## src/rtl/pibi_pkg.sv

```systemverilog
`timescale 1ns / 1ps
package pibi_pkg;
    localparam int MaxBits  = 164;
    localparam int MaxBytes = MaxBits / 8;
    localparam int IdxW     = 8;
    localparam int CntW     = 5;

    localparam logic [1:0] REG_MSG_BYTES = 2'd0;
    localparam logic [1:0] REG_IL_EN     = 2'd1;
    localparam logic [1:0] REG_DIR       = 2'd2;

    function automatic logic [7:0] il_table(input logic [7:0] m);
        logic [7:0] t [0:163];
        t = '{
            8'd0,8'd2,8'd4,8'd7,8'd9,8'd14,8'd19,8'd20,8'd24,8'd25,8'd26,8'd28,8'd31,8'd34,
            8'd42,8'd45,8'd49,8'd50,8'd51,8'd53,8'd54,8'd56,8'd58,8'd59,8'd61,8'd62,8'd65,
            8'd66,8'd67,8'd69,8'd70,8'd71,8'd72,8'd76,8'd77,8'd81,8'd82,8'd83,8'd87,8'd88,
            8'd89,8'd91,8'd93,8'd95,8'd98,8'd101,8'd104,8'd106,8'd108,8'd110,8'd111,8'd113,
            8'd115,8'd118,8'd119,8'd120,8'd122,8'd123,8'd126,8'd127,8'd129,8'd132,8'd134,
            8'd138,8'd139,8'd140,8'd1,8'd3,8'd5,8'd8,8'd10,8'd15,8'd21,8'd27,8'd29,8'd32,
            8'd35,8'd43,8'd46,8'd52,8'd55,8'd57,8'd60,8'd63,8'd68,8'd73,8'd78,8'd84,8'd90,
            8'd92,8'd94,8'd96,8'd99,8'd102,8'd105,8'd107,8'd109,8'd112,8'd114,8'd116,8'd121,
            8'd124,8'd128,8'd130,8'd133,8'd135,8'd141,8'd6,8'd11,8'd16,8'd22,8'd30,8'd33,
            8'd36,8'd44,8'd47,8'd64,8'd74,8'd79,8'd85,8'd97,8'd100,8'd103,8'd117,8'd125,
            8'd131,8'd136,8'd142,8'd12,8'd17,8'd23,8'd37,8'd48,8'd75,8'd80,8'd86,8'd137,
            8'd143,8'd13,8'd18,8'd38,8'd144,8'd39,8'd145,8'd40,8'd146,8'd41,8'd147,8'd148,
            8'd149,8'd150,8'd151,8'd152,8'd153,8'd154,8'd155,8'd156,8'd157,8'd158,8'd159,
            8'd160,8'd161,8'd162,8'd163};
        if (m < 8'(MaxBits)) begin
            return t[m];
        end
        return 8'd0;
    endfunction
endpackage

```

## src/rtl/pibi_perm_builder.sv

```systemverilog
`timescale 1ns / 1ps
// Walks the table one entry a cycle and writes the pattern memory (an identity pattern when interleaving is off).
module pibi_perm_builder import pibi_pkg::*; (
    input  logic            aclk,
    input  logic            aresetn,
    input  logic            start,
    input  logic [7:0]      k_bits,
    input  logic            il_en,
    output logic            busy,
    output logic            wr_en,
    output logic [IdxW-1:0] wr_addr,
    output logic [IdxW-1:0] wr_data
);
    logic [7:0] m_reg, m_next, k_reg, k_next;
    logic       busy_reg, busy_next;
    logic [7:0] base, tv;

    assign base = 8'(MaxBits) - k_bits;
    assign tv   = il_table(m_reg);

    always_comb begin
        m_next = m_reg; k_next = k_reg; busy_next = busy_reg;
        wr_en = 1'b0; wr_addr = k_reg; wr_data = k_reg;
        if (start) begin
            m_next = '0; k_next = '0; busy_next = 1'b1;
        end else if (busy_reg) begin
            if (k_reg >= k_bits) begin
                busy_next = 1'b0;
            end else if (il_en && m_reg < 8'(MaxBits)) begin
                m_next = m_reg + 8'd1;
                if (tv >= base) begin
                    wr_en = 1'b1; wr_data = tv - base; k_next = k_reg + 8'd1;
                end
            end else begin
                wr_en = 1'b1; k_next = k_reg + 8'd1;
            end
        end
    end

    always_ff @(posedge aclk) begin
        if (!aresetn) begin
            m_reg <= '0; k_reg <= '0; busy_reg <= 1'b1;
        end else begin
            m_reg <= m_next; k_reg <= k_next; busy_reg <= busy_next;
        end
    end

    assign busy = busy_reg;
endmodule

```

## src/rtl/polar_input_bit_interleaver_core.sv

```systemverilog
`timescale 1ns / 1ps
// Polar input bit interleaver, K = 8*msg_bytes up to 160 bits. Bytes are
// written into a byte memory; after the last byte the block walks the pattern
// memory one output bit per cycle and pauses after each output byte until
// it is taken. Input reopens once the last output byte is taken. Scatter
// mode first sweeps the pattern memory to write an inverse. After reset or
// any register write a pattern rebuild runs, during which no request is
// accepted.
module polar_input_bit_interleaver_core import pibi_pkg::*; (
    input  logic        aclk,
    input  logic        aresetn,
    input  logic        psel,
    input  logic        penable,
    input  logic        pwrite,
    input  logic [3:0]  paddr,
    input  logic [31:0] pwdata,
    output logic [31:0] prdata,
    output logic        pready,
    input  logic        s_valid,
    output logic        s_ready,
    input  logic [7:0]  s_data_byte,
    output logic        m_valid,
    input  logic        m_ready,
    output logic [7:0]  m_out_byte,
    output logic        m_last_out
);
    typedef enum logic [2:0] {S_IN, S_INV, S_RD, S_OUT} state_t;

    logic [4:0] msg_bytes_reg;
    logic       il_en_reg, dir_reg;
    logic       wr_cfg;
    logic [4:0] nb;
    logic [7:0] k_bits;

    assign pready = 1'b1;
    assign wr_cfg = psel && penable && pwrite;
    always_comb begin
        case (paddr[3:2])
            REG_MSG_BYTES: prdata = {27'd0, msg_bytes_reg};
            REG_IL_EN:     prdata = {31'd0, il_en_reg};
            REG_DIR:       prdata = {31'd0, dir_reg};
            default:       prdata = '0;
        endcase
    end
    assign nb = (msg_bytes_reg == 5'd0) ? 5'd1 :
                (msg_bytes_reg > 5'(MaxBytes)) ? 5'(MaxBytes) : msg_bytes_reg;
    assign k_bits = {nb, 3'b000};

    logic cfg_hit;
    assign cfg_hit = wr_cfg && paddr[1:0] == 2'b00 &&
                     (paddr[3:2] == REG_MSG_BYTES || paddr[3:2] == REG_IL_EN ||
                      paddr[3:2] == REG_DIR);

    logic            b_busy, b_we;
    logic [IdxW-1:0] b_addr, b_data;
    pibi_perm_builder u_build (
        .aclk(aclk), .aresetn(aresetn), .start(cfg_hit), .k_bits(k_bits),
        .il_en(il_en_reg), .busy(b_busy), .wr_en(b_we), .wr_addr(b_addr),
        .wr_data(b_data)
    );

    // memories
    logic [IdxW-1:0] perm_mem [0:MaxBits-1];
    logic [IdxW-1:0] inv_mem  [0:MaxBits-1];
    logic [7:0]      byte_mem [0:MaxBytes-1];
    logic [IdxW-1:0] perm_q, inv_q;
    logic [7:0]      byte_q;
    logic [IdxW-1:0] p_raddr, i_waddr, i_wdata, i_raddr;
    logic            i_we;
    logic [4:0]      by_raddr;

    always_ff @(posedge aclk) begin
        if (b_we) perm_mem[b_addr] <= b_data;
        perm_q <= perm_mem[p_raddr];
        if (i_we) inv_mem[i_waddr] <= i_wdata;
        inv_q <= inv_mem[i_raddr];
        byte_q <= byte_mem[by_raddr];
    end

    state_t     state_reg;
    logic [4:0] cnt_reg;
    logic [7:0] idx_reg;
    logic       rv_reg;
    logic [7:0] ridx_reg;
    logic [7:0] acc_reg;
    logic       ov_reg;
    logic [7:0] ob_reg;
    logic       ol_reg;
    logic [7:0] src;
    logic       rd_stall;

    assign s_ready  = state_reg == S_IN && !b_busy;
    assign m_valid  = ov_reg;
    assign m_out_byte = ob_reg;
    assign m_last_out = ol_reg;

    assign p_raddr  = idx_reg;
    assign i_raddr  = idx_reg;
    assign i_we     = state_reg == S_INV && rv_reg;
    assign i_waddr  = perm_q;
    assign i_wdata  = ridx_reg;
    // source bit index of output bit ridx: gather p[i], scatter inverse
    assign src      = dir_reg ? inv_q : perm_q;
    assign by_raddr = (state_reg == S_RD) ? src[7:3] : 5'd0;
    // pace one output byte per 8 bits; stall while a byte waits
    assign rd_stall = idx_reg[2:0] == 3'd0 && idx_reg != 8'd0 &&
                      (ov_reg || rv_reg || bv_reg);

    // bit-select from the registered byte read, with the bit index registered alongside
    logic [2:0] sbit_reg;
    logic       bv_reg;
    logic [7:0] bidx_reg;
    logic       obit;
    assign obit = byte_q[3'd7 - sbit_reg];

    always_ff @(posedge aclk) begin
        if (s_valid && s_ready) byte_mem[cnt_reg] <= s_data_byte;
        sbit_reg <= src[2:0];
        bidx_reg <= ridx_reg;
        if (bv_reg) acc_reg <= {acc_reg[6:0], obit};
        if (bv_reg && bidx_reg[2:0] == 3'd7) begin
            ob_reg <= {acc_reg[6:0], obit};
            ol_reg <= bidx_reg[7:3] == nb - 5'd1;
        end
    end

    always_ff @(posedge aclk) begin
        if (!aresetn) begin
            msg_bytes_reg <= 5'd20; il_en_reg <= 1'b1; dir_reg <= 1'b0;
            state_reg <= S_IN; cnt_reg <= '0; idx_reg <= '0; rv_reg <= 1'b0;
            ridx_reg <= '0; bv_reg <= 1'b0; ov_reg <= 1'b0;
        end else begin
            if (cfg_hit) begin
                case (paddr[3:2])
                    REG_MSG_BYTES: msg_bytes_reg <= pwdata[4:0];
                    REG_IL_EN:     il_en_reg <= pwdata[0];
                    REG_DIR:       dir_reg <= pwdata[0];
                    default:       ;
                endcase
                cnt_reg <= '0;
            end
            if (bv_reg && bidx_reg[2:0] == 3'd7) begin
                ov_reg <= 1'b1;
            end else if (m_valid && m_ready) begin
                ov_reg <= 1'b0;
            end
            rv_reg <= (state_reg == S_INV && idx_reg < k_bits) ||
                      (state_reg == S_RD && idx_reg < k_bits && !rd_stall);
            ridx_reg <= idx_reg;
            bv_reg <= state_reg == S_RD && rv_reg;
            case (state_reg)
                S_IN: begin
                    if (s_valid && s_ready) begin
                        if (cnt_reg + 5'd1 >= nb) begin
                            cnt_reg <= '0; idx_reg <= '0;
                            state_reg <= dir_reg ? S_INV : S_RD;
                        end else begin
                            cnt_reg <= cnt_reg + 5'd1;
                        end
                    end
                end
                S_INV: begin
                    if (idx_reg < k_bits) begin
                        idx_reg <= idx_reg + 8'd1;
                    end else if (!rv_reg) begin
                        idx_reg <= '0; state_reg <= S_RD;
                    end
                end
                S_RD: begin
                    if (idx_reg < k_bits) begin
                        if (!rd_stall) begin
                            idx_reg <= idx_reg + 8'd1;
                        end
                    end else if (!rv_reg && !bv_reg) begin
                        state_reg <= S_OUT;
                    end
                end
                S_OUT: begin
                    if (!ov_reg) state_reg <= S_IN;
                end
                default: state_reg <= S_IN;
            endcase
        end
    end

    a_no_in_busy: assert property (@(posedge aclk) disable iff (!aresetn)
        b_busy |-> !s_ready) else $error("request accepted during rebuild");
    a_out_hold: assert property (@(posedge aclk) disable iff (!aresetn)
        (bv_reg && bidx_reg[2:0] == 3'd7) |-> (!ov_reg || m_ready))
        else $error("output byte overwritten");
    a_in_idle: assert property (@(posedge aclk) disable iff (!aresetn)
        s_ready |-> !m_valid || state_reg == S_IN)
        else $error("input open during emit");
endmodule
```

## config.mk

```make
export PLATFORM = sky130hd
export DESIGN_NAME = polar_input_bit_interleaver_core
export DESIGN_NICKNAME = d
export VERILOG_FILES = /design/src/rtl/pibi_pkg.sv /design/src/rtl/pibi_perm_builder.sv /design/src/rtl/polar_input_bit_interleaver_core.sv
export SDC_FILE = /design/constraint.sdc
export NUM_CORES = 2
export LEC_CHECK = 0
export CAP_MARGIN = 30
export CORE_AREA = 8 8 447 449
export DETAILED_ROUTE_END_ITERATION = 8
export DIE_AREA = 0 0 455 457
export DONT_BUFFER_PORTS = 1
export PLACE_DENSITY = 0.75
export SETUP_SLACK_MARGIN = 0.15
export SYNTH_ARGS = -nofsm -noshare
export SYNTH_HDL_FRONTEND = slang
export SYNTH_SLANG_ARGS = --single-unit
export TNS_END_PERCENT = 50
```

## constraint.sdc

```tcl
create_clock -name aclk -period 11 [get_ports aclk]
set_input_delay 0.55 -clock aclk [delete_from_list [all_inputs] [get_ports aclk]]
set_output_delay 0.55 -clock aclk [all_outputs]
set_load 0.01 [all_outputs]
```

==> out/metrics.csv <==
stage,metric,value,unit
outcome,outcome,"complete, but fails checks",
outcome,failed_checks,max-slew violations,
sta,min_period_over_period,67.9,%
clock_network,clock-root-buffer,clkbuf_16,
pwr,p_total,22.9,mW
global_routing,grt_util_all_layers,25.1,%
logic_synthesis,synth_seq_cells,2885,
min_path,hold_class,in2reg,
sta,relSlewSlack,-30.3,%
logic_synthesis,synth_mux_area_share,18.2,%
layout,reg.largest.list,"inv_mem x1312, perm_mem x1312, byte_mem x160",
logic_synthesis,synthesis.area,115000,µm²
layout,drive_above_1_share,28.3,%
setup_path,cp_num_buf_inv,6,
clock_network,cts_tree,done,
logic_synthesis,synth_top_area_share,73.2,%
drt,drc,0,
clock_network,post_cts_buffers,0,
logic_synthesis,synth_cells,5363,
placed_design,io_buffers,0,
drt,vias,56800,
drt,drt_iter0_markers,7854,
floorplanning,start_util,59.4,%
setup_path,cp-end-kind,register,
setup_path,max_stage_delay,730,ps
sta,tightestPinTransition,1950,ps
sta,setup_viol,0,
placed_design,gp_congestion,0.858,
logic_synthesis,synth_edf_count,2800,
logic_synthesis,synth_top_family_by_area,multiplexers,
logic_synthesis,ys_types,77,
clock_network,clk_latency,960,ps
global_routing,grt_pass1_vias,56600,
layout,final_util,66.5,%
drt,firstDrtPassIters,8,
logic_synthesis,yosysTopAreaCell,edfxtp_1,
floorplanning,rows,162,
setup_path,cp_top_family,compound AO/OA/AOI/OAI gates,
layout,multi_input_area,27900,µm²
floorplanning,io_pins,95,
pwr,vdd_drop_max,0.147,mV
layout,register_area,85800,µm²
setup_path,slowest_stage,ha_1,
pwr,power.density,178,nW/µm²
sta,tns,0,ps
sta,finalClockSkew,81.8,ps
drt,avgViaCountPerCell,6.84,
logic_synthesis,synthTopCellsByArea,"edfxtp_1 73%, mux4_2 17%, dfxtp_1 1.5%",
logic_synthesis,yosys.area_share.simple,3.16,%
clock_network,cts_buffer_depth,4,
logic_synthesis,yosys_warnings,0,
logic_synthesis,yosysMostFrequentCell,edfxtp_1,
logic_synthesis,avgSynthCellArea,21.4,µm²
clock_network,clk_pin_slew,60,ps
sta,drv_slew,121,
clock_network,cts_made_buffers,296,
clock_network,clock_sinks,2885,
global_routing,grt_remaining_overflow,0,
floorplanning,die_x,455,µm
drt,routed_wl,266000,µm
sta,holdWs,75.9,ps
layout,fillCellCount,11600,
floorplanning,core,193000,µm²
global_routing,grt_max_degree,165,
layout,postLayoutCellArea,129000,µm²
sta,finalHoldViolCount,0,
logic_synthesis,yosys.area_share.xor_xnor,0.175,%
setup_path,worstPathRequired,11680,ps
setup_path,worstPathArrival,8150,ps
setup_path,crit_fanout,120,
sta,timing.fmax,134,MHz
logic_synthesis,synth-compound-area-share,1.60,%
floorplanning,dieArea,208000,µm²
sta,period_minus_slack,7470,ps
logic_synthesis,async_flop_share,0,%
layout,areaGrowthSynthToFinish,12.0,%
global_routing,antenna_found_initial,12,
logic_synthesis,yosysSeqAreaShare,74.7,%
setup_path,crit_chain,buf_4 > inv_1 > ha_1 > inv_1 > mux4_2 > mux2i_1 > o21ai_0 > o31ai_1 > inv_1 > fa_1 > a21o_1 > a21oi_1 > o21bai_1 > a211o_1 > a31o_2 > nand2_4 > buf_12 > nor4_1 > buf_4,
global_routing,grt_pass1_wl,386000,µm
layout,layout.nets,5669,
setup_path,crit_top_cell,inv_1,
logic_synthesis,synth_flop_cell,edfxtp_1,
sta,grt_setup_unrepaired,false,
pwr,p_leak,37.6,nW
logic_synthesis,yosys.area_share.adder,0.562,%
setup_path,worstSetupPathType,reg2reg,
drt,ant_nets,0,
clock_network,htreeDepth,5,
drt,drt-wirelength-per-cell,32.0,µm
setup_path,cp-start-kind,register,
floorplanning,die_y,457,µm
logic_synthesis,synth_common_cells,"2800 x edfxtp_1, 885 x mux4_2, 246 x nor2_1",
placed_design,placed_cell_area,119000,µm²
flow_run,drv_cap,0,
placed_design,place_hpwl,149000,µm
## power by group
| group | internal [mW] | switching [mW] |
|---|---|---|
| registers | 12.4 | 0.0395 |
| clock network | 5.45 | 4.01 |
| logic | 0.185 | 0.821 |
## cell usage in the layout (no fill, tap or decap), types with 13 or more instances in the layout
cell | netlist | layout
nor4_1 | 166 | 89
dlygate4sd3_1 | 0 | 25
mux2_2 | 27 | 21
nand3b_1 | 14 | 14
mux4_2 | 885 | 885
a21oi_1 | 69 | 69
edfxtp_1 | 2800 | 2800
clkbuf_16 | 0 | 303
bufinv_16 | 0 | 18
inv_1 | 34 | 34
nand2_1 | 150 | 147
nand2b_1 | 15 | 15
clkinv_1 | 1 | 63
buf_16 | 0 | 17
ha_1 | 50 | 50
and2_1 | 19 | 19
buf_12 | 0 | 13
nor3_1 | 13 | 13
dfxtp_1 | 85 | 69
o21ai_0 | 68 | 68
conb_1 | 2 | 28
mux2i_1 | 64 | 62
xnor2_1 | 13 | 13
nor4_2 | 0 | 76
nor2_1 | 246 | 246
nor2b_1 | 30 | 30
clkinv_2 | 0 | 39
a211oi_1 | 30 | 30
nand3_1 | 45 | 45
buf_4 | 31 | 174
o31ai_1 | 15 | 15
clkbuf_1 | 204 | 46
## worst paths after layout
kind / from / to / slack [ps] / cells after the start
hold reg to reg: acc_reg[6] / m_out_byte[7] / 430 / 0
setup reg to reg: u_build.m_reg[1] / perm_mem[143][6] / 3530 / 19
hold / removal: paddr[3] / msg_bytes_reg[2] / 80 / 4
setup / recovery: u_build.m_reg[1] / perm_mem[143][6] / 3530 / 19
## worst register-to-register path, cell delays in order, from the launching register on
cell and delay [ps]:
dfxtp_1 310, buf_4 320, inv_1 290, ha_1 730, inv_1 240, mux4_2 500
mux2i_1 130, o21ai_0 130, o31ai_1 710, inv_1 200, fa_1 500, a21o_1 170
a21oi_1 240, o21bai_1 120, a211o_1 330, a31o_2 270, nand2_4 620, buf_12 720
nor4_1 410, buf_4 280
## final cells by class
class / count / area share (%)
Antenna cell: 4 / 0.00779
Clock buffer: 353 / 6.08
Clock inverter: 135 / 0.859
Inverter: 37 / 0.118
Multi-Input combinational cell: 2096 / 21.7
Sequential cell: 2885 / 66.8
Tap cell: 2542 / 2.47
Timing Repair Buffer: 251 / 1.95
## per-layer routing
metal / vias up / global-route usage, % / part of all wire (%)
met5: - / 0 / 0.023
met4: 8 / 7.43 / 3.2
met3: 523 / 6.17 / 11
met2: 3539 / 39.2 / 48
met1: 29800 / 36.0 / 38
li1: 22900 / - / -
## kinds of logic after synthesis
kind of cell	count (synthesis)
flip-flops	2885
multiplexers	976
AND/OR/NAND/NOR	741
buffers and inverters	408
AO/OA/AOI/OAI	277
adder cells (fa/ha/maj)	51
XOR/XNOR	23
other	2
## stage by stage
step	instances	worst slack, ps
floorplan	5389	1300
global route	8301	3280
finish	8303	3530
global placement	7724	3940
detailed placement	7745	3850
CTS	8258	3790
## timing repair
action                                 CTS  global route
setup endpoints to repair                0             0
gates resized for setup                  0             0
endpoints found under the hold margin  180             0
hold buffers                            25             0
Power figures use the tool's default switching activity.
